File: config.mk
export PLATFORM = sky130hd
export DESIGN_NAME = idm_prep
export DESIGN_NICKNAME = d
export VERILOG_FILES = /design/src/hdl/idm_pkg.sv /design/src/hdl/idm_prep.sv
export SDC_FILE = /design/constraint.sdc
export NUM_CORES = 1
export LEC_CHECK = 0
export ABC_CLOCK_PERIOD_IN_PS = 9100
export BUFFER_PORTS_ARGS = -buffer_cell sky130_fd_sc_hd__buf_2
export CAP_MARGIN = 10
export CORE_ASPECT_RATIO = 0.8
export CORE_UTILIZATION = 47
export DETAILED_ROUTE_END_ITERATION = 10
export GPL_ROUTABILITY_DRIVEN = 0
export HOLD_SLACK_MARGIN = 0.06
export PLACE_DENSITY = 0.83
export SYNTH_ARGS = -nofsm -noshare
export SYNTH_HDL_FRONTEND = slang
export SYNTH_SLANG_ARGS = --single-unit
File: constraint.sdc
create_clock -name clk -period 9.1 [get_ports clk]
set_input_delay 0.455 -clock clk [delete_from_list [all_inputs] [get_ports clk]]
set_output_delay 0.455 -clock clk [all_outputs]
set_load 0.02 [all_outputs]
File: src/hdl/idm_pkg.sv
`default_nettype none

package idm_pkg;

  // Width of the division datapath and of the fields on the ports
  localparam int DATA_W = 64;
  localparam int FIELD_W = 64;
  localparam int FUNC_W = 2;
  localparam int S_TDATA_W = 136;
  localparam int M_TDATA_W = 64;

  // Operation codes
  typedef enum logic [FUNC_W-1:0] {
    FN_UDIV = 2'd0,
    FN_UREM = 2'd1,
    FN_SDIV = 2'd2,
    FN_SREM = 2'd3
  } func_t;

  // Word handed from cell to cell along the divider chain
  typedef struct packed {
    logic              valid;
    logic              rem_sel;  // deliver remainder instead of quotient
    logic              neg;      // negate the delivered value
    logic              zero;     // divisor was zero: deliver 0
    logic [DATA_W-1:0] part;     // partial remainder
    logic [DATA_W-1:0] qd;       // dividend bits out at the top, quotient bits in at the bottom
    logic [DATA_W-1:0] dvs;      // divisor magnitude
  } stage_t;

endpackage

`default_nettype wire

File: src/hdl/idm_prep.sv
`default_nettype none

module idm_prep
  import idm_pkg::*;
(
  input  wire logic               clk,
  input  wire logic               rst,
  input  wire logic               adv,
  input  wire logic               req_valid,
  input  wire logic [FUNC_W-1:0]  func,
  input  wire logic [FIELD_W-1:0] dividend,
  input  wire logic [FIELD_W-1:0] divisor,
  output stage_t                  stage
);

  logic              sgn;
  logic              rem_sel;
  logic [DATA_W-1:0] a;
  logic [DATA_W-1:0] b;
  logic              a_neg;
  logic              b_neg;
  stage_t            stage_next;

  // Decode the request and take magnitudes of signed operands
  always_comb begin
    sgn     = (func_t'(func) == FN_SDIV) || (func_t'(func) == FN_SREM);
    rem_sel = (func_t'(func) == FN_UREM) || (func_t'(func) == FN_SREM);
    a       = dividend[DATA_W-1:0];
    b       = divisor[DATA_W-1:0];
    a_neg   = sgn && a[DATA_W-1];
    b_neg   = sgn && b[DATA_W-1];

    stage_next.valid   = req_valid;
    stage_next.rem_sel = rem_sel;
    stage_next.neg     = rem_sel ? a_neg : (a_neg ^ b_neg);
    stage_next.zero    = (b == '0);
    stage_next.part    = '0;
    stage_next.qd      = a_neg ? (~a + DATA_W'(1)) : a;
    stage_next.dvs     = b_neg ? (~b + DATA_W'(1)) : b;
  end

  // Register the request at the head of the chain
  always_ff @(posedge clk) begin
    if (rst) begin
      stage.valid <= 1'b0;
    end else if (adv) begin
      stage <= stage_next;
    end
  end

endmodule

`default_nettype wire

==> flow_metrics.tcl <==
set metrics [dict create \
    path_class "in2reg" \
    yosys-top-cells-area "edfxtp_1 52%, xor2_1 8.3%, buf_4 6.5%" \
    synthAdderAreaFrac_pct 0.3320 \
    total_power_uw 1745 \
    vias 6391 \
    nets 1082 \
    outcome "complete, no violations" \
    clk_pin_slew_ps 60 \
    start_util_pct 48.02 \
    async_flop_share_pct 0 \
    clock_skew_ps 0 \
    clock_latency_ps 410 \
    cp_data_arrival_time_ps 3080 \
    regMostFlops "stage" \
    avgViaCountPerCell 5.444 \
    cp-start-kind "input port" \
    synth_top_flop_cell "edfxtp_1" \
    rr_worst_depth 2 \
    ys_types 48 \
    rrSetupSlack_ps 8520 \
    cp_common_cell "or4_4" \
    placed_area_mm2 0.008866 \
    postCtsSetupBuffers 0 \
    powerDensity_mw_per_mm2 184.1 \
    grt_max_degree 84 \
    synthMuxAreaShare_pct 0.1328 \
    tightest_slew_ps 1078 \
    yosys.area_share.xor_xnor_pct 14.29 \
    rows 41 \
    cts-htree-levels 4 \
    cts.sinks 132 \
    cts_made_buffers 17 \
    synth.most_common_cell "edfxtp_1" \
    final_cells 1174 \
    rr_endpoint "stage[195]$_SDFFE_PP0P_" \
    dp_hpwl_mm 15.28 \
    port_buffers 265 \
    hold_viol 0 \
    critPathCaptureType "register" \
    syn_avg_cell_area_um2 11.17 \
    whs_endpoint "stage[194]$_DFFE_PP_" \
    antenna_left 0 \
    maxCapViolCount 0 \
    fin_area_mm2 0.009479 \
    wl_mm 20.22 \
    holdCritPathClass "in2reg" \
    seq_area_frac_synth_pct 52.46 \
    path_max_fanout 11 \
    cts_hold_buf 0 \
    grt_pass1_wl_mm 29.59 \
    die_height_um 115.3 \
    synth_commonest_cells "131 x edfxtp_1, 71 x xor2_1, 65 x buf_4, 56 x nor2_1, 52 x xnor2_1" \
    synth_edf_count 131 \
    worst_path_max_delay_cell "nor4_2" \
    core_mm2 0.01570 \
    root_buffer "clkbuf_16" \
    first_pass_iters 5 \
    reg.largest.list "stage x132" \
    slowest_delay_ps 950 \
    synth_top_family_by_area "simple AND/OR/NAND/NOR gates" \
    cts_resized 0 \
    cellLeakagePower_uw 0.003788 \
    relSlewSlack_pct 27.53 \
    drive_gt1_share_pct 33.26 \
    routedWlPerCell_um 17.22 \
    area_growth_syn_to_layout_pct 25.76 \
    max_freq_ghz 0.3422 \
    grt_pass1_vias 5512 \
    rr_startpoint "stage[195]$_SDFFE_PP0P_" \
    yosys_warnings 0 \
    drc 0 \
    drv_slew 0 \
    grt_usage_pct 23.91 \
    clockBufferDepth 2 \
    boundaryPins 330 \
    grt_setup_unrepaired "no" \
    ys_ff_latch 132 \
    ir_drop_uv 121.9 \
    antennaDiodeCount 0 \
    first_iter_violations 593 \
    worstPathCellList "buf_2 > or4_4 > or4_4 > nor4_2 > a31oi_1 > xor2_1" \
    tns_ps 0 \
    hold_depth 1 \
    grt-ovfl-total 0 \
    synth_top_area_cell "edfxtp_1" \
    dieArea_mm2 0.01655 \
    cp.required_ps 9260 \
    hold_ws_ps 240.4 \
    dp.cells 1141 \
    netlist_area_mm2 0.007537 \
    synth_top_cell_area_share_pct 52.19 \
    fp.dieW_um 143.6 \
    yosys.area_share.simple_pct 15.95 \
    setup_violations 0 \
    largest_register_ffs 132 \
    synth_compound_area_share_pct 8.782 \
    period_share_pct 32.12 \
    tritoncts "yes" \
    min_from "func[0]" \
    synth_cells 675 \
    fin_crit_ps 2922 \
    grt_antenna_before_repair 0 \
]
-- per-stage QoR --
step / util (%) / setup slack, ps
5_1_grt: 60.39 / 6027
6_report: 60.39 / 6178
3_3_place_gp: 56.48 / 5864
3_5_place_dp: 56.48 / 5831
4_1_cts: 60.34 / 6274
2_1_floorplan: - / 2191
-- cell usage in the layout, fill, tap and decap left out, types with 6 or more instances in the layout --
| cell | netlist | layout |
|---|---|---|
| a21oi_1 | 39 | 39 |
| a31oi_1 | 22 | 22 |
| buf_2 | 2 | 265 |
| buf_4 | 65 | 6 |
| clkbuf_16 | 0 | 17 |
| conb_1 | 1 | 64 |
| edfxtp_1 | 131 | 131 |
| inv_1 | 13 | 13 |
| nand2_1 | 26 | 26 |
| nand3_1 | 9 | 9 |
| nand4_1 | 7 | 7 |
| nor2_1 | 56 | 56 |
| nor3_1 | 30 | 30 |
| nor4_1 | 26 | 25 |
| o21ai_0 | 17 | 17 |
| o31ai_1 | 13 | 13 |
| or3_1 | 10 | 10 |
| or4_1 | 14 | 14 |
| xnor2_1 | 52 | 52 |
| xor2_1 | 71 | 71 |
-- worst max-delay path: cells and delay by family --
| family | cells | cell delay [ps] |
|---|---|---|
| simple gates | 3 | 2070 |
| buf+inv | 1 | 130 |
| compound gates | 1 | 220 |
| xor+xnor | 1 | 200 |
-- per-layer routing --
metal	wire, µm	vias up	GRT usage, %	share of wire [%]
met1	8409	2986	32.32	42
met5	0	-	0	0
li1	-	2921	-	-
met4	526	0	9.716	2.6
met3	1908	35	5.539	9.4
met2	9371	449	37.15	46
-- how the worst max path moves through the flow --
stage,startpoint,to,slack [ps],cells past startpoint
3_3_place_gp,dividend[8],stage[125]$_DFFE_PP_,5860,6
6_report,dividend[8],stage[125]$_DFFE_PP_,6180,6
3_5_place_dp,dividend[8],stage[121]$_DFFE_PP_,5830,6
2_1_floorplan,rst,stage[0]$_DFFE_PP_,2190,1
4_1_cts,dividend[8],stage[125]$_DFFE_PP_,6270,6
5_1_grt,divisor[1],stage[62]$_DFFE_PP_,6030,8
-- cell families (layout without fill, tap and decap cells) --
kind of cell	after synthesis	in the layout
AND/OR/NAND/NOR	214	214
other	1	64
multiplexers	1	1
AO/OA/AOI/OAI	107	107
flip-flops	132	132
buffers and inverters	95	316
adder cells (fa/ha/maj)	2	2
XOR/XNOR	123	123
-- power by group --
group / total, µW / switching (µW) / internal (µW)
Clock: 709 / 272 / 436
Sequential: 744 / 12.4 / 731
Combinational: 293 / 198 / 95.2
-- cell type report --
type | count | area [µm²]
Fill cell | 1344 | 6218
Sequential cell | 132 | 3954
Multi-Input combinational cell | 511 | 3231
Timing Repair Buffer | 271 | 1371
Clock buffer | 19 | 432.9
Tap cell | 215 | 269.0
Clock inverter | 13 | 172.7
Inverter | 13 | 48.80
No activity file was read; power rests on OpenSTA's default activity.
