[src/hdl/idm_pkg.sv]
`default_nettype none

package idm_pkg;

  // Width of the division datapath and of the fields on the ports
  localparam int DATA_W = 64;
  localparam int FIELD_W = 64;
  localparam int FUNC_W = 2;
  localparam int S_TDATA_W = 136;
  localparam int M_TDATA_W = 64;

  // Operation codes
  typedef enum logic [FUNC_W-1:0] {
    FN_UDIV = 2'd0,
    FN_UREM = 2'd1,
    FN_SDIV = 2'd2,
    FN_SREM = 2'd3
  } func_t;

  // Word handed from cell to cell along the divider chain
  typedef struct packed {
    logic              valid;
    logic              rem_sel;  // deliver remainder instead of quotient
    logic              neg;      // negate the delivered value
    logic              zero;     // divisor was zero: deliver 0
    logic [DATA_W-1:0] part;     // partial remainder
    logic [DATA_W-1:0] qd;       // dividend bits out at the top, quotient bits in at the bottom
    logic [DATA_W-1:0] dvs;      // divisor magnitude
  } stage_t;

endpackage

`default_nettype wire

[src/hdl/idm_post.sv]
`default_nettype none

module idm_post
  import idm_pkg::*;
(
  input  wire logic                 clk,
  input  wire logic                 rst,
  input  wire logic                 adv,
  input  stage_t                    last,
  output logic                      res_valid,
  output logic [M_TDATA_W-1:0]      result
);

  logic [DATA_W-1:0]    sel;
  logic [DATA_W-1:0]    signed_val;
  logic [M_TDATA_W-1:0] result_next;

  // Pick quotient or remainder, fix the sign, force zero on a zero divisor
  always_comb begin
    sel         = last.rem_sel ? last.part : last.qd;
    signed_val  = last.neg ? (~sel + DATA_W'(1)) : sel;
    result_next = last.zero ? '0 : M_TDATA_W'(signed_val);
  end

  // Hold the finished result until it is taken
  always_ff @(posedge clk) begin
    if (rst) begin
      res_valid <= 1'b0;
    end else if (adv) begin
      res_valid <= last.valid;
    end
  end

  always_ff @(posedge clk) begin
    if (adv) begin
      result <= result_next;
    end
  end

endmodule

`default_nettype wire

[config.mk]
export PLATFORM = sky130hd
export DESIGN_NAME = idm_post
export DESIGN_NICKNAME = d
export VERILOG_FILES = /design/src/hdl/idm_pkg.sv /design/src/hdl/idm_post.sv
export SDC_FILE = /design/constraint.sdc
export NUM_CORES = 1
export LEC_CHECK = 0
export ABC_CLOCK_PERIOD_IN_PS = 5700
export BUFFER_PORTS_ARGS = -buffer_cell sky130_fd_sc_hd__buf_2
export CAP_MARGIN = 20
export CORE_AREA = 3 3 114 116
export DETAILED_ROUTE_END_ITERATION = 6
export DIE_AREA = 0 0 117 119
export GPL_ROUTABILITY_DRIVEN = 1
export PLACE_DENSITY = 0.77
export SETUP_SLACK_MARGIN = 0.15
export SLEW_MARGIN = 40
export SYNTH_ARGS = -nofsm -noshare
export SYNTH_HDL_FRONTEND = slang
export SYNTH_SLANG_ARGS = --single-unit
[constraint.sdc]
create_clock -name clk -period 5.7 [get_ports clk]
set_input_delay 1.14 -clock clk [delete_from_list [all_inputs] [get_ports clk]]
set_output_delay 1.14 -clock clk [all_outputs]
set_load 0.005 [all_outputs]
==> results of run 1 <==
## layout make-up
| type | instances | area (um^2) | area share, % |
|---|---|---|---|
| timing repair buffer | 207 | 1060 | 14.99 |
| multi-input combinational | 514 | 3605 | 50.98 |
| inverter | 6 | 22.52 | 0.3185 |
| clock buffer | 11 | 232.7 | 3.291 |
| antenna | 1 | 2.502 | 0.03539 |
| clock inverter | 5 | 22.52 | 0.3185 |
| sequential | 65 | 1942 | 27.46 |
| tap | 147 | 183.9 | 2.601 |
## critical path, cell delays in order
cell and delay [ns]:
buf_6 0.52, buf_4 0.45, or4b_2 0.66, a222oi_1 0.59, o21ai_0 0.36, o41ai_2 0.42
mux2i_1 0.24
## how the worst min path moves through the flow
stage	cells past startpoint	from	to
final	2	res_valid	res_valid
after floorplan	2	res_valid	res_valid
after CTS	2	res_valid	res_valid
after detailed placement	2	res_valid	res_valid
after global routing	2	res_valid	res_valid
after global placement	2	res_valid	res_valid
## cells by family after synthesis
| logic type | Yosys count |
|---|---|
| XOR/XNOR | 43 |
| AND/OR/NAND/NOR | 282 |
| adder cells (fa/ha/maj) | 1 |
| buffers and inverters | 44 |
| flip-flops | 65 |
| multiplexers | 72 |
| AO/OA/AOI/OAI | 116 |
## power by group through the flow
stage | logic, mW | clock network, mW | registers (mW)
6_report | 0.365 | 0.507 | 0.592
5_1_grt | 0.401 | 0.530 | 0.596
4_1_cts | 0.363 | 0.511 | 0.592
3_5_place_dp | 0.360 | 0 | 0.601
3_3_place_gp | 0.351 | 0 | 0.600
2_1_floorplan | 0.191 | 0 | 0.609
## flip-flops by register name, indices dropped and copies added, names as in the netlist
register / cells
res_valid: 1
result: 64
## cell usage in the layout (no fill, tap or decap), types with 8 or more instances in the layout
cell	Yosys	final
o41ai_2	8	8
nand2_1	33	33
or3_1	22	22
nor3b_1	21	21
clkbuf_16	0	9
or3b_2	8	8
or3b_1	14	14
nor3_1	40	40
a22oi_1	8	8
xnor2_1	37	37
a21oi_1	14	14
nor2_1	62	62
nand4_1	8	8
edfxtp_1	64	64
nand3_1	15	15
buf_2	17	198
a222oi_1	8	8
mux2i_1	68	68
o21ai_0	30	30
o31ai_1	10	10
nor4_1	12	12
## stage by stage
| step | setup slack (ns) | std cells | hold WS [ns] | area, um^2 |
|---|---|---|---|---|
| 3_5_place_dp | 1.177 | 938 | 0.4859 | 6808 |
| 3_3_place_gp | 1.206 | 938 | 0.4741 | 6808 |
| 2_1_floorplan | 1.171 | 623 | 0.4850 | 5748 |
| 4_1_cts | 1.527 | 954 | 0.5012 | 7063 |
| 6_report | 1.488 | 956 | 0.4940 | 7071 |
| 5_1_grt | 1.119 | 955 | 0.5176 | 7068 |
## layer usage
metal  vias up  share of wire, %
met5         -                 0
met4         0               2.8
met3        44               8.6
met2       310                48
met1      2770                41
li1       2772                 -
==> impl_metrics.tcl, run 1 <==
set metrics [dict create \
    cts.sinks 65 \
    synthCells 623 \
    start_util_pct 47.85 \
    drive_gt1_share_pct 31.68 \
    grt_max_degree 91 \
    critPathCaptureType "flop" \
    async_reset_ff_share_pct 0 \
    syn_area_um2 5748 \
    place.gp.congestion 0.9190 \
    crit_type "input port to flop" \
    fin_nets 1003 \
    synth_area_leaders "edfxtp_1 (33%), mux2i_1 (12%), xnor2_1 (5.6%)" \
    ys.flop_type "edfxtp_1" \
    status "completed" \
    powerDensity_nw_per_um2 206.9 \
    slew_viol_final 0 \
    yosys.area_share.xor_xnor_pct 6.552 \
    leakage_nw 2.857 \
    ant_nets 0 \
    synth_top_family_by_area "simple AND/OR/NAND/NOR gates" \
    ys_top_cells_by_count "mux2i_1 (68), edfxtp_1 (64), nor2_1 (62), nor3_1 (40), xnor2_1 (37)" \
    fin_skew_ns 0 \
    ys.warnings.count 0 \
    switchingPower_mw 0.4305 \
    yosys.area.top_type "edfxtp_1" \
    core_area_um2 12010 \
    hold_viol 0 \
    synth_edf_count 64 \
    dpl.hpwl_um 14210 \
    rsz0062_at_grt "no" \
    synth_most_common_cell "mux2i_1" \
    grt_pass1_wl_um 29090 \
    muxShareOfSynthArea_pct 12.63 \
    slew_headroom_pct 49.57 \
    max_cap_viol_count 0 \
    row_count 40 \
    finalCritPeriodShare_pct 73.90 \
    hold_class "flop to flop" \
    p_comb_share_pct 24.9 \
    p_sw_share_pct 29.43 \
    clk_latency_ns 0.34 \
    tightest_slew_ns 0.7564 \
    cts_resized 0 \
    synth-adder-area-share_pct 0.2177 \
    final_util_pct 58.86 \
    synth_compound_area_share_pct 15.26 \
    worstPathRequired_ns 5.90 \
    track_usage_pct 26.57 \
    overflow 0 \
    syn-num-nets 823 \
    clock.fmax_ghz 0.2374 \
    path_max_fanout 90 \
    grt_busiest_layer "met2" \
    synthDistinctLibCells 65 \
    drt-initial-drc-count 620 \
    reg2reg_to "res_valid" \
    yosys.area_share.simple_pct 28.06 \
    internal_power_mw 1.032 \
    dieHeight_um 119 \
    htree_levels 3 \
    setup_tns_ns 0 \
    grtUsageMet1_pct 33.76 \
    die_w_um 117 \
    vdd_drop_max_v 0.0001206 \
    io_pins 264 \
    ff2ff_path_depth 2 \
    syn_avg_cell_area_um2 9.226 \
    io_buffers 199 \
    root_buffer "clkbuf_16" \
    routed_wl_um 18850 \
    fillCellCount 1101 \
    r2r_start "res_valid" \
    ys_ff_latch 65 \
    crit_path_start "last[194]" \
    area.growth.synth_to_final_pct 23.01 \
    clockBufferDepth 2 \
    finalPower_mw 1.463 \
    via_count 5896 \
    setup_viol 0 \
    gr-usage-met2_pct 43.81 \
    fin_crit_ns 4.212 \
    yosysSeqAreaShare_pct 33.78 \
    clkPwrFrac_pct 34.6 \
    critPathLaunchType "input port" \
    path_clk_slew_ns 0.06 \
    worstPathArrival_ns 4.41 \
    first_pass_iters 6 \
    grt_pass1_vias 5730 \
    pwr-share-seq_pct 40.5 \
    post_cts_buffers 0 \
    endpoint "result[63]" \
    wl_per_cell_um 19.72 \
    rrSetupSlack_ns 5.11 \
    die-area_um2 13920 \
    antenna_found_initial 0 \
    hold_buffers 0 \
    cts_buffers 9 \
    synth_top_area_share_pct 33.43 \
    cts_tree "done" \
    gr-usage-met3_pct 5.386 \
    drc 0 \
    viasPerCell 6.167 \
]
Power figures use the tool's default switching activity.
==> run 2, diff against run 1 <==
ABC_CLOCK_PERIOD_IN_PS = 3700   (was 5700)
CORE_AREA = 3 3 119 121   (was 3 3 114 116)
DIE_AREA = 0 0 122 124   (was 0 0 117 119)
PLACE_DENSITY = 0.74   (was 0.77)
clock period = 3.7 ns   (was 5.7 ns; I/O delays follow)
==> run 2 against run 1 <==
Register-to-register slack worse by 2.0 ns; first-iteration DRC count up 29%; via count fell by 0.53%; die area rose by 8.7%; worst setup slack lost 1.1 ns; final area rose by 4.0%; count of clock-buffer cells in the layout decreased by 1; non-clock buffer count rose by 23; critical endpoint is now result[58]; largest cell class unchanged.
==> impl_metrics.tcl, run 2 (synthesized netlist as in run 1, its figures left out) <==
set metrics [dict create \
    track_usage_pct 24.33 \
    wl_per_cell_um 18.57 \
    clkPwrFrac_pct 35.7 \
    clk_latency_ns 0.34 \
    worstPathRequired_ns 3.87 \
    setup_viol 0 \
    start_util_pct 43.58 \
    finalPower_mw 2.311 \
    status "completed" \
    powerDensity_nw_per_um2 314.3 \
    vdd_drop_max_v 0.0001811 \
    overflow 0 \
    dpl-instance-area_um2 7062 \
    crit_type "input port to flop" \
    dpl.hpwl_um 14650 \
    grt_max_degree 43 \
    fin_crit_ns 3.337 \
    slew_viol_final 0 \
    hold_class "flop to flop" \
    ant_nets 0 \
    grt_pass1_wl_um 28440 \
    area.growth.synth_to_final_pct 27.95 \
    clockBufferDepth 2 \
    drc 0 \
    viasPerCell 5.824 \
    drt-initial-drc-count 799 \
    diodes 0 \
    die_w_um 122 \
    hold_slack_ns 0.4870 \
    setup_tns_ns 0 \
    drive_gt1_share_pct 33.57 \
    worstPathArrival_ns 3.51 \
    p_sw_share_pct 27.89 \
    cts_resized 0 \
    antenna_found_initial 0 \
    critPathLaunchType "input port" \
    final_common_cell "buf_2" \
    max_cap_viol_count 0 \
    fin_skew_ns 0 \
    io_buffers 199 \
    final_cell_mix "buf_2 (198), mux2i_1 (68), edfxtp_1 (64), nor2_1 (62), nor3_1 (40)" \
    dieHeight_um 124 \
    finalCritPeriodShare_pct 90.18 \
    final_util_pct 55.76 \
    critPathCaptureType "flop" \
    tightest_slew_ns 0.7067 \
    slew_headroom_pct 52.84 \
    p_comb_share_pct 24.7 \
    cts.sinks 65 \
    largest_registers "result x64, res_valid x1" \
    path_max_fanout 32 \
    io_pins 264 \
    die-area_um2 15130 \
    rsz0062_at_grt "no" \
    internal_power_mw 1.667 \
    via_count 5865 \
    top_register "result" \
    htree_levels 3 \
    fin_nets 1026 \
    post_cts_buffers 0 \
    row_count 42 \
    root_buffer "clkbuf_16" \
    core_area_um2 13190 \
    place.gp.congestion 0.9158 \
    largest_reg_flops 64 \
    cts_tree "done" \
    leakage_nw 2.992 \
    first_pass_iters 5 \
    finalInstanceArea_um2 7355 \
    routed_wl_um 18700 \
    path_clk_slew_ns 0.06 \
    hold_viol 0 \
    pwr-share-seq_pct 39.5 \
    hold_buffers 0 \
    switchingPower_mw 0.6448 \
    cts_buffers 9 \
    clock.fmax_ghz 0.2997 \
    grt_pass1_vias 5409 \
]
==> run 2: final timing paths <==
kind | from | to | slack (ns) | depth (start not counted)
setup / recovery | last[194] | result[58] | 0.36 | 9
hold / removal | res_valid | res_valid | 0.49 | 2
setup reg to reg | res_valid | res_valid | 3.13 | 2
hold reg to reg | res_valid | res_valid | 0.49 | 2
==> run 2: cell type report <==
cell class	instances	area, um^2
Multi-Input combinational cell	514	3620
Fill cell	1219	5836
Timing Repair Buffer	230	1272
Tap cell	176	220.2
Clock buffer	10	229.0
Sequential cell	65	1942
Clock inverter	6	48.80
Inverter	6	22.52
==> run 2: power by group through the flow <==
stage                     sequential [mW]  clock [mW]  combinational (mW)
after floorplan                     0.938           0               0.300
after detailed placement            0.927           0               0.569
after global placement              0.927           0               0.561
after global routing                0.919       0.872               0.631
after CTS                           0.914       0.838               0.571
final                               0.913       0.826               0.572
==> run 2: worst max-delay path, stage by stage <==
cell      delay, ns
buf_6          0.23
buf_12         0.23
buf_4          0.16
or3b_1         0.39
a222oi_1       0.47
nand3_1        0.42
nor4_1         0.51
nor3_1         0.11
nor3_1         0.23
==> run 2: through the flow <==
step,setup slack (ns),cells
4_1_cts,0.3173,1007
3_5_place_dp,-0.04921,991
5_1_grt,0.1572,1007
3_3_place_gp,-0.01430,991
2_1_floorplan,0.1541,623
6_report,0.3633,1007
==> run 2: metal layers <==
metal  vias to the layer above  global-route usage, %  part of all wire [%]
met5                         -                      0                     0
met2                       249                  40.78                    49
met1                      2775                  32.24                    42
li1                       2820                      -                     -
met4                         0                  5.812                   1.1
met3                        21                  5.268                   8.2
==> run 3, diff against run 2 <==
MAX_ROUTING_LAYER = met4   (was not set)
SLEW_MARGIN = 5   (was 40)
==> run 3 against run 2 <==
Worst hold slack improved by 0.00051 ns; via count increased by 0.66%; sequential power about the same; final area decreased by 0.10%; maximum frequency decreased by 1.9%; flip-flop and latch count unchanged; cell count unchanged; largest cell class unchanged; largest power group unchanged.
==> impl_metrics.tcl, run 3 (synthesized netlist as in run 1, its figures left out) <==
set metrics [dict create \
    finalPower_mw 2.315 \
    slew_headroom_pct 51.74 \
    core_area_um2 13190 \
    tightest_slew_ns 0.7232 \
    p_sw_share_pct 28.03 \
    drive_gt1_share_pct 33.45 \
    diodes 0 \
    path_clk_slew_ns 0.06 \
    area.growth.synth_to_final_pct 27.82 \
    die-area_um2 15130 \
    clock.fmax_ghz 0.2939 \
    ant_nets 0 \
    top_register "result" \
    place.gp.congestion 0.9318 \
    final_common_cell "buf_2" \
    grt_pass1_wl_um 28400 \
    drt-initial-drc-count 617 \
    cts_tree "done" \
    crit_type "input port to flop" \
    switchingPower_mw 0.6490 \
    slew_viol_final 0 \
    fin_crit_ns 3.403 \
    clkPwrFrac_pct 35.8 \
    io_buffers 199 \
    fin_nets 1026 \
    wl_per_cell_um 18.62 \
    finalCritPeriodShare_pct 91.97 \
    path_max_fanout 32 \
    rsz0062_at_grt "yes" \
    dpl.hpwl_um 14650 \
    antenna_found_initial 0 \
    hold_class "flop to flop" \
    overflow 0 \
    largest_registers "result x64, res_valid x1" \
    powerDensity_nw_per_um2 315.1 \
    grt_max_degree 43 \
    final_cell_mix "buf_2 (198), mux2i_1 (68), edfxtp_1 (64), nor2_1 (62), nor3_1 (40)" \
    max_cap_viol_count 0 \
    htree_levels 3 \
    track_usage_pct 25.06 \
    final_util_pct 55.70 \
    dieHeight_um 124 \
    setup_viol 0 \
    hold_viol 0 \
    worstPathArrival_ns 3.49 \
    start_util_pct 43.58 \
    rrSetupSlack_ns 3.13 \
    vdd_drop_max_v 0.0001844 \
    fin_skew_ns 0 \
    hold_slack_ns 0.4875 \
    critPathLaunchType "input port" \
    grt_pass1_vias 5414 \
    largest_reg_flops 64 \
    drc 0 \
    io_pins 264 \
    status "completed" \
    dpl.cell_count 991 \
    root_buffer "clkbuf_16" \
    p_comb_share_pct 24.7 \
    first_pass_iters 6 \
    row_count 42 \
    cts_buffers 9 \
    cts.sinks 65 \
    die_w_um 122 \
    leakage_nw 2.989 \
    layout.cells.non_filler 1007 \
    worstPathRequired_ns 3.79 \
    viasPerCell 5.863 \
    via_count 5904 \
    hold_buffers 0 \
    post_cts_buffers 0 \
    clockBufferDepth 2 \
    clk_latency_ns 0.34 \
    pwr-share-seq_pct 39.4 \
    routed_wl_um 18750 \
    critPathCaptureType "flop" \
    internal_power_mw 1.666 \
]
==> run 3: changes by cell type in the layout (fill, tap and decap cells not counted) <==
cell,previous run,this run
o41ai_1,4,5
o41ai_2,10,9
==> run 3: per-layer routing <==
layer  track usage [%]  vias to the layer above  part of all wire, %
met2             40.75                      256                   49
met5                 -                        -                    0
met1             32.81                     2815                   43
met3             4.950                       11                  7.6
li1                  -                     2822                    -
met4             5.182                        0                 0.85
==> run 3: cell type report <==
| type | instances | area (um^2) |
|---|---|---|
| clock inverters | 6 | 48.80 |
| flip-flops and latches | 65 | 1942 |
| clock buffers | 10 | 229.0 |
| repair buffers | 230 | 1272 |
| well taps | 176 | 220.2 |
| multi-input cells | 514 | 3612 |
| inverters | 6 | 22.52 |
| fillers | 1217 | 5843 |
==> run 3: final timing paths <==
kind	startpoint	endpoint	cells past startpoint
worst min-delay path	res_valid	res_valid	2
worst max-delay path	last[194]	result[41]	8
worst min register to register	res_valid	res_valid	2
worst max register to register	res_valid	res_valid	2
==> run 3: power groups by stage <==
stage,clock network (mW),logic (mW),registers (mW)
floorplan,0,0.300,0.938
global placement,0,0.561,0.927
detailed placement,0,0.569,0.927
CTS,0.838,0.571,0.914
global route,0.875,0.630,0.919
finish,0.829,0.573,0.913
==> run 3: timing repair <==
action                                 4_1_cts  5_1_grt
endpoints found under the hold margin        0        0
setup endpoints to repair                    0        1
gates resized for setup                      0        1
==> run 3: through the flow <==
stage	cell area (um^2)	setup slack, ns	TNS, ns
2_1_floorplan	5787	0.1541	0
3_3_place_gp	7062	-0.01430	-0.01878
3_5_place_dp	7062	-0.04921	-0.04921
4_1_cts	7340	0.3173	0
5_1_grt	7347	0.1306	0
6_report	7347	0.2971	0
==> run 3: critical path: stages <==
cell and delay [ns]:
buf_6 0.23, buf_12 0.23, or3b_1 0.42, a222oi_1 0.55, nand4_1 0.39, o41ai_1 0.68, xnor2_1 0.18, nor2_1 0.06
