$ cat src/hdl/idm_pkg.sv
`default_nettype none

package idm_pkg;

  // Width of the division datapath and of the fields on the ports
  localparam int DATA_W = 64;
  localparam int FIELD_W = 64;
  localparam int FUNC_W = 2;
  localparam int S_TDATA_W = 136;
  localparam int M_TDATA_W = 64;

  // Operation codes
  typedef enum logic [FUNC_W-1:0] {
    FN_UDIV = 2'd0,
    FN_UREM = 2'd1,
    FN_SDIV = 2'd2,
    FN_SREM = 2'd3
  } func_t;

  // Word handed from cell to cell along the divider chain
  typedef struct packed {
    logic              valid;
    logic              rem_sel;  // deliver remainder instead of quotient
    logic              neg;      // negate the delivered value
    logic              zero;     // divisor was zero: deliver 0
    logic [DATA_W-1:0] part;     // partial remainder
    logic [DATA_W-1:0] qd;       // dividend bits out at the top, quotient bits in at the bottom
    logic [DATA_W-1:0] dvs;      // divisor magnitude
  } stage_t;

endpackage

`default_nettype wire

$ cat src/hdl/idm_cell.sv
`default_nettype none

module idm_cell
  import idm_pkg::*;
(
  input  wire logic clk,
  input  wire logic rst,
  input  wire logic adv,
  input  stage_t    prev,
  output stage_t    stage
);

  logic [DATA_W:0] shifted;
  logic [DATA_W:0] diff;
  logic            fits;
  stage_t          stage_next;

  // One restoring step: shift in the next dividend bit, subtract when the divisor fits
  always_comb begin
    shifted = {prev.part, prev.qd[DATA_W-1]};
    diff    = shifted - {1'b0, prev.dvs};
    fits    = !diff[DATA_W];

    stage_next      = prev;
    stage_next.part = fits ? diff[DATA_W-1:0] : shifted[DATA_W-1:0];
    stage_next.qd   = {prev.qd[DATA_W-2:0], fits};
  end

  // Hand the step result to the next cell
  always_ff @(posedge clk) begin
    if (rst) begin
      stage.valid <= 1'b0;
    end else if (adv) begin
      stage <= stage_next;
    end
  end

endmodule

`default_nettype wire

$ cat config.mk
export PLATFORM = sky130hd
export DESIGN_NAME = idm_cell
export DESIGN_NICKNAME = d
export VERILOG_FILES = /design/src/hdl/idm_pkg.sv /design/src/hdl/idm_cell.sv
export SDC_FILE = /design/constraint.sdc
export NUM_CORES = 1
export LEC_CHECK = 0
export BUFFER_PORTS_ARGS = -buffer_cell sky130_fd_sc_hd__buf_2
export CORE_AREA = 2 2 155 157
export CTS_CLUSTER_DIAMETER = 150
export CTS_CLUSTER_SIZE = 14
export DETAILED_ROUTE_END_ITERATION = 7
export DIE_AREA = 0 0 157 159
export PLACE_DENSITY = 0.77
export REMOVE_ABC_BUFFERS = 1
export SLEW_MARGIN = 20
export SYNTH_ARGS = -nofsm -noshare
export SYNTH_HDL_FRONTEND = slang
export SYNTH_SLANG_ARGS = --single-unit
$ cat constraint.sdc
create_clock -name clk -period 14.1 [get_ports clk]
set_clock_uncertainty 0.1 [all_clocks]
set_input_delay 0 -clock clk [delete_from_list [all_inputs] [get_ports clk]]
set_output_delay 0 -clock clk [all_outputs]
set_load 0.005 [all_outputs]
==> results of run 1 <==
-- worst max-delay path by stage --
stage              from                    to  cells after the start
2_1_floorplan       rst    stage[0]$_DFFE_PP_                      1
3_3_place_gp   prev[27]  stage[164]$_DFFE_PP_                     13
3_5_place_dp   prev[27]  stage[171]$_DFFE_PP_                     13
4_1_cts        prev[27]  stage[166]$_DFFE_PP_                     14
5_1_grt        prev[27]  stage[175]$_DFFE_PP_                     14
6_report       prev[27]  stage[171]$_DFFE_PP_                     14
-- layer usage --
metal / vias up / track usage (%) / wire length (µm)
met1: 4783 / 32.9 / 13900
met2: 468 / 48.5 / 18100
met5: - / 0 / 0
met4: 0 / 10.6 / 1190
li1: 4659 / - / -
met3: 83 / 5.14 / 2470
-- where the power goes --
part,leakage (µW),switching [µW],internal (µW)
logic,0.00481,221,198
registers,0.00184,14.2,705
clock network,0.000294,264,243
-- per-stage QoR --
step           instance area [µm²]  instances  worst slack, ns  hold WS (ns)
2_1_floorplan                10800        905             4.59       -0.0276
3_3_place_gp                 13200       1621            10.15        0.0766
3_5_place_dp                 13200       1621            10.04        0.0781
4_1_cts                      15800       1850             9.95         0.144
5_1_grt                      15800       1852             9.66         0.162
6_report                     15800       1855             9.87         0.163
-- Yosys cell counts (all sizes together) (11+ instances only) --
cell,instances
a21o,32
a21oi,78
clkbuf,24
edfxtp,195
ha,64
inv,86
mux2,57
nand2,62
nand4,21
nor2,41
nor2b,11
o21ai,38
o21bai,15
xnor2,34
xor2,23
-- cells by family (layout without fill, tap and decap cells) --
kind of cell | Yosys count | in the layout | synth area share (%)
xor+xnor | 57 | 57 | 4.55
flops | 196 | 196 | 53.5
other cells | 0 | 5 | 0
compound gates | 240 | 240 | 14.4
simple gates | 197 | 197 | 8.95
buf+inv | 119 | 712 | 4.55
mux | 64 | 64 | 6.55
fa+ha+maj | 65 | 65 | 7.48
-- final cells by class --
| type | instances | area (µm²) | share of cell area (%) |
|---|---|---|---|
| Timing Repair Buffer | 594 | 3980 | 25.2 |
| Antenna cell | 5 | 12.5 | 0.0791 |
| Multi-Input combinational cell | 623 | 4610 | 29.2 |
| Sequential cell | 196 | 5880 | 37.2 |
| Clock inverter | 14 | 180 | 1.14 |
| Tap cell | 319 | 399 | 2.52 |
| Inverter | 86 | 328 | 2.07 |
| Clock buffer | 18 | 429 | 2.71 |
==> impl_metrics.env, run 1 <==
export IMPL_largest_reg_flops=196
export IMPL_num_fill_cells=1647
export IMPL_hp_class="input port to flop"
export IMPL_via_count=9993
export IMPL_cp_cell_sequence="dlygate4sd3_1 > buf_2 > inv_1 > ha_1 > nand4_1 > or4_1 > or3_1 > o32a_1 > a21oi_2 > o21ai_1 > and2_4 > o211a_4 > inv_6 > mux2_1"
export IMPL_p_per_area_mw_per_mm2=104
export IMPL_overflow=0
export IMPL_yosys_area_top_type="edfxtp_1"
export IMPL_yosysUniqueCellTypes=75
export IMPL_h_tree_depth=4
export IMPL_synthesis_area_mm2=0.0110
export IMPL_crit_family="simple AND/OR/NAND/NOR gates"
export IMPL_drive_above_1_share_pct=29.0
export IMPL_wl_um=35600
export IMPL_worst_setup_path_start_kind="input port"
export IMPL_antenna_left=0
export IMPL_coreArea_mm2=0.0232
export IMPL_layout_commonest_cell="buf_2"
export IMPL_clk_latency_ns=0.43
export IMPL_r2r_slack_ns=12.86
export IMPL_avgSynthCellArea_um2=11.7
export IMPL_p_total_uw=1650
export IMPL_min_to="stage[100]$_DFFE_PP_"
export IMPL_reg2reg_depth=3
export IMPL_antenna_found_initial=3
export IMPL_largestRegisters="stage x196"
export IMPL_area_growth_syn_to_layout_pct=44.0
export IMPL_hp_start="prev[99]"
export IMPL_numCtsBuffers=17
export IMPL_post_drt_wl_per_cell_um=19.2
export IMPL_final_setup_viol_count=0
export IMPL_fin_tns_setup_ns=0
export IMPL_synth_edf_count=195
export IMPL_grt_pass1_wl_um=53800
export IMPL_cp_max_fo=60
export IMPL_clk_pin_slew_ns=0.09
export IMPL_hold_violations=0
export IMPL_ys_seq_elements=196
export IMPL_drv_slew=0
export IMPL_cp_num_buf_inv=4
export IMPL_max_vdd_ir_drop_uv=71.9
export IMPL_cts_tree="yes"
export IMPL_drv_cap=0
export IMPL_drc_errors=0
export IMPL_start_util_pct=47.3
export IMPL_min_period_over_period_pct=30.0
export IMPL_synthFlopType="edfxtp_1"
export IMPL_cts_root_buffer="clkbuf_16"
export IMPL_post_dp_hpwl_um=23200
export IMPL_grt_pass1_vias=10100
export IMPL_arrival_ns=4.32
export IMPL_num_rows=56
export IMPL_final_cell_mix="buf_2 (394), dlygate4sd3_1 (197), edfxtp_1 (195), inv_1 (85), a21oi_1 (76)"
export IMPL_cp_end_kind="flop"
export IMPL_gr_usage_all_layers_pct=27.5
export IMPL_period_needed_ns=4.23
export IMPL_reg2reg_to="stage[195]$_SDFFE_PP0P_"
export IMPL_critical_path_class="input port to flop"
export IMPL_grt_setup_unrepaired="false"
export IMPL_required_ns=14.18
export IMPL_pin_count=395
export IMPL_fmax_mhz=236
export IMPL_die_x_um=157
export IMPL_status="complete, no violations"
export IMPL_first_iter_violations=623
export IMPL_slew_headroom_pct=12.0
export IMPL_post_cts_setup_buffers=0
export IMPL_critPathSlowestCell="or4_1"
export IMPL_cts_hold_buffers=197
export IMPL_critPathMaxStageDelay_ns=0.61
export IMPL_cts_resized=0
export IMPL_io_buffer_count=394
export IMPL_synth_seq_area_share_pct=53.5
export IMPL_netlist_top_cells_area="edfxtp_1 (53%), ha_1 (7.3%), mux2_1 (5.5%)"
export IMPL_fp_dieH_um=159
export IMPL_fin_nets=1782
export IMPL_netlist_area_leader_share_pct=53.3
export IMPL_grt_max_degree=194
export IMPL_die_area_mm2=0.0250
export IMPL_globalplace_congestion=0.876
export IMPL_post_route_util_pct=68.2
export IMPL_clockBufferDepth=2
export IMPL_synthCells=938
export IMPL_synthArstFlopShare_pct=0
export IMPL_regMostFlops="stage"
export IMPL_holdPathStages=2
export IMPL_r2r_start="stage[195]$_SDFFE_PP0P_"
export IMPL_dr_pass1_iters=5
export IMPL_synth_warnings=0
export IMPL_worstMarginPinSlew_ns=1.32
export IMPL_drt_vias_per_instance=5.39
export IMPL_total_leakage_power_uw=0.00694
export IMPL_cts_sinks=196
Power figures use the tool's default switching activity.
==> run 2: changes to the inputs <==
--- a/config.mk
+++ b/config.mk
@@ -6,12 +6,11 @@
 export NUM_CORES = 1
 export LEC_CHECK = 0
 export BUFFER_PORTS_ARGS = -buffer_cell sky130_fd_sc_hd__buf_2
-export CORE_AREA = 2 2 155 157
+export CORE_UTILIZATION = 46
 export CTS_CLUSTER_DIAMETER = 150
 export CTS_CLUSTER_SIZE = 14
 export DETAILED_ROUTE_END_ITERATION = 7
-export DIE_AREA = 0 0 157 159
-export PLACE_DENSITY = 0.77
+export PLACE_DENSITY = 0.78
 export REMOVE_ABC_BUFFERS = 1
 export SLEW_MARGIN = 20
 export SYNTH_ARGS = -nofsm -noshare
==> constraint.sdc (replaced) <==
create_clock -name clk -period 3.42 [get_ports clk]
set_clock_uncertainty 0.1 [all_clocks]
set_input_delay 0 -clock clk [delete_from_list [all_inputs] [get_ports clk]]
set_output_delay 0 -clock clk [all_outputs]
set_load 0.005 [all_outputs]
==> run 2 against run 1 <==
Effect of this change: non-clock buffer count increased by 55; combinational power grew to 4.5 times the previous value; design area grew 3.9%; wire length decreased by 2.4%; worst setup slack worse by 9.8 ns; clock-buffer cell count did not move; largest power group unchanged.
==> impl_metrics.env, run 2 (same netlist as run 1, synthesis figures left out) <==
export IMPL_h_tree_depth=4
export IMPL_largest_reg_flops=196
export IMPL_fin_ws_ns=0.0274
export IMPL_met2_length_um=17600
export IMPL_hp_class="input port to flop"
export IMPL_fin_nets=1837
export IMPL_cts_tree="yes"
export IMPL_grt_pass1_vias=9946
export IMPL_r2r_start="stage[195]$_SDFFE_PP0P_"
export IMPL_cts_root_buffer="clkbuf_16"
export IMPL_clk_latency_ns=0.42
export IMPL_slew_headroom_pct=31.8
export IMPL_drt_met1_wl_um=14000
export IMPL_io_buffer_count=394
export IMPL_fin_tns_setup_ns=0
export IMPL_final_area_mm2=0.0164
export IMPL_final_setup_viol_count=0
export IMPL_grt_pass1_wl_um=51500
export IMPL_worstMarginPinSlew_ns=1.02
export IMPL_total_leakage_power_uw=0.00722
export IMPL_gr_usage_all_layers_pct=27.3
export IMPL_globalplace_congestion=0.880
export IMPL_num_rows=56
export IMPL_final_cell_mix="buf_2 (393), dlygate4sd3_1 (196), edfxtp_1 (195), inv_1 (82), a21oi_1 (71)"
export IMPL_critPathMaxStageDelay_ns=0.55
export IMPL_r2r_slack_ns=2.17
export IMPL_clockBufferDepth=2
export IMPL_critPathSlowestCell="dlygate4sd3_1"
export IMPL_coreArea_mm2=0.0235
export IMPL_cts_sinks=196
export IMPL_first_iter_violations=668
export IMPL_drv_slew=0
export IMPL_regMostFlops="stage"
export IMPL_hp_start="prev[191]"
export IMPL_reg2reg_to="stage[195]$_SDFFE_PP0P_"
export IMPL_layout_commonest_cell="buf_2"
export IMPL_overflow=0
export IMPL_worst_setup_path_start_kind="input port"
export IMPL_clk_pin_slew_ns=0.08
export IMPL_die_area_mm2=0.0245
export IMPL_period_needed_ns=3.39
export IMPL_drive_above_1_share_pct=33.3
export IMPL_dpl_cell_count=1674
export IMPL_pin_count=395
export IMPL_required_ns=3.50
export IMPL_die_x_um=156
export IMPL_numCtsBuffers=17
export IMPL_hold_violations=0
export IMPL_multi_input_area_mm2=0.00478
export IMPL_reg2reg_depth=3
export IMPL_post_drt_wl_per_cell_um=18.2
export IMPL_critical_path_class="input port to flop"
export IMPL_wl_um=34800
export IMPL_max_vdd_ir_drop_uv=262
export IMPL_top_layer_used="met5"
export IMPL_min_to="stage[190]$_DFFE_PP_"
export IMPL_num_fill_cells=1595
export IMPL_seq_area_mm2=0.00588
export IMPL_cp_end_kind="flop"
export IMPL_post_dp_hpwl_um=23600
export IMPL_largestRegisters="stage x196"
export IMPL_cp_max_fo=4
export IMPL_holdPathStages=5
export IMPL_start_util_pct=46.8
export IMPL_min_period_over_period_pct=99.2
export IMPL_status="complete, no violations"
export IMPL_layout_cells_non_filler=1908
export IMPL_cp_num_buf_inv=4
export IMPL_dr_wl_met3_um=2230
export IMPL_drt_vias_per_instance=5.26
export IMPL_p_total_uw=6900
export IMPL_antenna_left=0
export IMPL_fp_dieH_um=156
export IMPL_via_count=10000
export IMPL_grt_max_degree=120
export IMPL_dp_slack_ns=-0.0670
export IMPL_arrival_ns=3.47
export IMPL_fmax_mhz=295
export IMPL_area_growth_syn_to_layout_pct=49.7
export IMPL_placed_cell_area_mm2=0.0137
export IMPL_crit_family="compound AO/OA/AOI/OAI gates"
export IMPL_dr_pass1_iters=5
export IMPL_drc_errors=0
export IMPL_cp_cell_sequence="dlygate4sd3_1 > buf_2 > inv_1 > ha_4 > and3_4 > a22oi_2 > o2bb2ai_2 > or4_4 > a311o_1 > a211oi_2 > buf_4 > o21ai_1 > xor2_1 > mux2_1"
export IMPL_p_per_area_mw_per_mm2=420
export IMPL_antenna_found_initial=3
export IMPL_drv_cap=0
## run 2: final cells by class
class / count / share of cell area, %
clock buffer: 18 / 2.61
clock inverter: 14 / 1.07
sequential: 196 / 35.8
tap: 319 / 2.43
timing repair buffer: 649 / 27.0
multi-input combinational: 623 / 29.1
inverter: 86 / 1.99
antenna: 3 / 0.0457
## run 2: layer usage
| layer | vias to the layer above | global-route usage, % |
|---|---|---|
| met3 | 75 | 4.93 |
| met2 | 451 | 48.8 |
| li1 | 4756 | - |
| met1 | 4752 | 32.7 |
| met5 | - | 0 |
| met4 | 2 | 9.80 |
## run 2: worst reg2reg max path: cells and delay by family (launching register included)
kind          cells  cell delay [ns]
simple gates      1             0.05
buf+inv           1             0.54
flops             1             0.31
mux               1             0.14
## run 2: where the power goes
group	internal, µW	total, µW	switching [µW]
Combinational	936	1880	940
Clock	1000	2070	1070
Sequential	2910	2960	55.8
## run 2: how the worst max path moves through the flow
stage / from / endpoint / slack [ns] / cells past startpoint
6_report: prev[11] / stage[191]$_DFFE_PP_ / 0.03 / 14
5_1_grt: prev[8] / stage[191]$_DFFE_PP_ / -0.04 / 14
4_1_cts: prev[10] / stage[191]$_DFFE_PP_ / 0.02 / 14
3_5_place_dp: prev[24] / stage[159]$_DFFE_PP_ / -0.07 / 14
3_3_place_gp: prev[24] / stage[166]$_DFFE_PP_ / -0.02 / 14
2_1_floorplan: rst / stage[0]$_DFFE_PP_ / -6.09 / 1
## run 2: timing repair
action | in CTS | in global routing
setup buffers | 0 | 4
endpoints found under the setup margin | 0 | 57
hold endpoints to repair | 195 | 0
gates resized for setup | 0 | 31
hold buffers | 196 | 0
## run 2: metrics by stage
step           hold slack (ns)  util, %
2_1_floorplan          -0.0276        -
3_3_place_gp            0.0762     58.2
3_5_place_dp            0.0784     58.2
4_1_cts                  0.124     69.2
5_1_grt                  0.169     70.0
6_report                 0.129     70.0
==> run 3: changes to the inputs <==
--- a/config.mk
+++ b/config.mk
@@ -12,6 +12,7 @@
 export DETAILED_ROUTE_END_ITERATION = 7
 export PLACE_DENSITY = 0.78
 export REMOVE_ABC_BUFFERS = 1
+export SETUP_SLACK_MARGIN = 0.15
 export SLEW_MARGIN = 20
 export SYNTH_ARGS = -nofsm -noshare
 export SYNTH_HDL_FRONTEND = slang
==> run 3 against run 2 <==
Effect of this change: global-route usage up 0.24 points; clock power about the same; combinational power about the same; maximum frequency up 5.0%; final cell count unchanged; register-to-register slack worse by 0.03 ns; power about the same; critical endpoint unchanged; largest power group unchanged.
==> impl_metrics.env, run 3 (same netlist as run 1, synthesis figures left out) <==
export IMPL_num_rows=56
export IMPL_hold_violations=0
export IMPL_fp_dieH_um=156
export IMPL_globalplace_congestion=0.880
export IMPL_post_dp_hpwl_um=23600
export IMPL_grt_pass1_wl_um=51900
export IMPL_clk_latency_ns=0.42
export IMPL_max_vdd_ir_drop_uv=276
export IMPL_critical_path_class="input port to flop"
export IMPL_p_per_area_mw_per_mm2=420
export IMPL_io_buffer_count=394
export IMPL_hp_class="input port to flop"
export IMPL_drc_errors=0
export IMPL_clockBufferDepth=2
export IMPL_r2r_slack_ns=2.14
export IMPL_coreArea_mm2=0.0235
export IMPL_r2r_start="stage[195]$_SDFFE_PP0P_"
export IMPL_drive_above_1_share_pct=33.0
export IMPL_die_area_mm2=0.0245
export IMPL_antenna_left=0
export IMPL_cts_sinks=196
export IMPL_regMostFlops="stage"
export IMPL_cts_tree="yes"
export IMPL_gr_usage_all_layers_pct=27.5
export IMPL_status="complete, no violations"
export IMPL_via_count=10000
export IMPL_period_needed_ns=3.23
export IMPL_whs_ns=0.0823
export IMPL_layout_commonest_cell="buf_2"
export IMPL_drt_vias_per_instance=5.26
export IMPL_overflow=0
export IMPL_final_setup_viol_count=0
export IMPL_drv_slew=0
export IMPL_reg2reg_depth=3
export IMPL_final_cell_mix="buf_2 (393), dlygate4sd3_1 (197), edfxtp_1 (195), inv_1 (84), a21oi_1 (72)"
export IMPL_cp_end_kind="flop"
export IMPL_p_total_uw=6910
export IMPL_grt_max_degree=120
export IMPL_clk_pin_slew_ns=0.09
export IMPL_first_iter_violations=649
export IMPL_pin_count=395
export IMPL_worst_setup_path_start_kind="input port"
export IMPL_grt_pass1_vias=10000
export IMPL_arrival_ns=3.31
export IMPL_cp_max_fo=5
export IMPL_dpl_cell_count=1674
export IMPL_start_util_pct=46.8
export IMPL_cts_root_buffer="clkbuf_16"
export IMPL_largestRegisters="stage x196"
export IMPL_slew_headroom_pct=30.9
export IMPL_largest_reg_flops=196
export IMPL_dr_pass1_iters=5
export IMPL_total_leakage_power_uw=0.00724
export IMPL_reg2reg_to="stage[195]$_SDFFE_PP0P_"
export IMPL_post_drt_wl_per_cell_um=18.4
export IMPL_drv_cap=0
export IMPL_die_x_um=156
export IMPL_min_to="stage[138]$_DFFE_PP_"
export IMPL_min_period_over_period_pct=94.5
export IMPL_fin_tns_setup_ns=0
export IMPL_fmax_mhz=309
export IMPL_h_tree_depth=4
export IMPL_area_growth_syn_to_layout_pct=49.8
export IMPL_fin_nets=1837
export IMPL_grt_setup_unrepaired="false"
export IMPL_layout_cells_non_filler=1908
export IMPL_required_ns=3.50
export IMPL_numCtsBuffers=17
export IMPL_wl_um=35000
export IMPL_worstMarginPinSlew_ns=1.04
export IMPL_hp_start="prev[137]"
export IMPL_post_route_util_pct=70.1
export IMPL_holdPathStages=4
export IMPL_antenna_found_initial=3
export IMPL_num_fill_cells=1583
[run 3: cell count changes in the layout (fill, tap and decap cells not counted), moves of 2 or more]
cell | before | now
inv_2 | 3 | 1
buf_4 | 55 | 51
inv_1 | 82 | 84
a21oi_2 | 6 | 4
buf_6 | 0 | 2
[run 3: how the worst max path moves through the flow]
stage          startpoint                   end  cells past startpoint
2_1_floorplan         rst    stage[0]$_DFFE_PP_                      1
3_3_place_gp     prev[24]  stage[166]$_DFFE_PP_                     14
3_5_place_dp     prev[24]  stage[159]$_DFFE_PP_                     14
4_1_cts         prev[142]  stage[191]$_DFFE_PP_                     13
5_1_grt          prev[13]  stage[191]$_DFFE_PP_                     15
6_report        prev[140]  stage[191]$_DFFE_PP_                     14
[run 3: metal layers]
metal | global-route usage [%] | wire length (µm)
met1 | 32.6 | 13900
met2 | 48.7 | 17400
met3 | 5.26 | 2430
met4 | 11.5 | 1250
met5 | 0 | 8
[run 3: where the power goes]
group / switching (µW) / total, µW / internal [µW]
clock: 1070 / 2070 / 1000
combinational: 941 / 1880 / 937
sequential: 55.5 / 2960 / 2910
[run 3: worst max-delay path, stage by stage]
cell	delay, ns
dlygate4sd3_1	0.54
buf_2	0.15
ha_4	0.24
buf_6	0.12
nand2_2	0.08
o21ai_2	0.08
o2bb2ai_2	0.16
or4_4	0.54
a311o_1	0.43
a211oi_2	0.24
buf_4	0.17
o21ai_1	0.09
xor2_1	0.14
mux2_1	0.31
[run 3: per-stage QoR]
step,setup WS [ns],area [µm²]
after floorplan,-6.09,10800
after global placement,-0.0194,13700
after detailed placement,-0.0670,13700
after CTS,0.160,16200
after global routing,0.142,16400
final,0.188,16400
[run 3: repair_timing]
| action | in CTS | in global routing |
|---|---|---|
| hold endpoints to repair | 195 | 1 |
| gates resized for setup | 0 | 36 |
| hold buffers | 197 | 1 |
| setup buffers | 0 | 1 |
| endpoints found under the setup margin | 0 | 57 |
[run 3: cell type report]
class	instances	area, µm²	area share, %
flip-flops and latches	196	5880	35.7
multi-input cells	623	4780	29.0
repair buffers	649	4460	27.1
clock buffers	18	429	2.61
well taps	319	399	2.43
inverters	86	328	1.99
clock inverters	14	175	1.06
diodes	3	7.51	0.0456
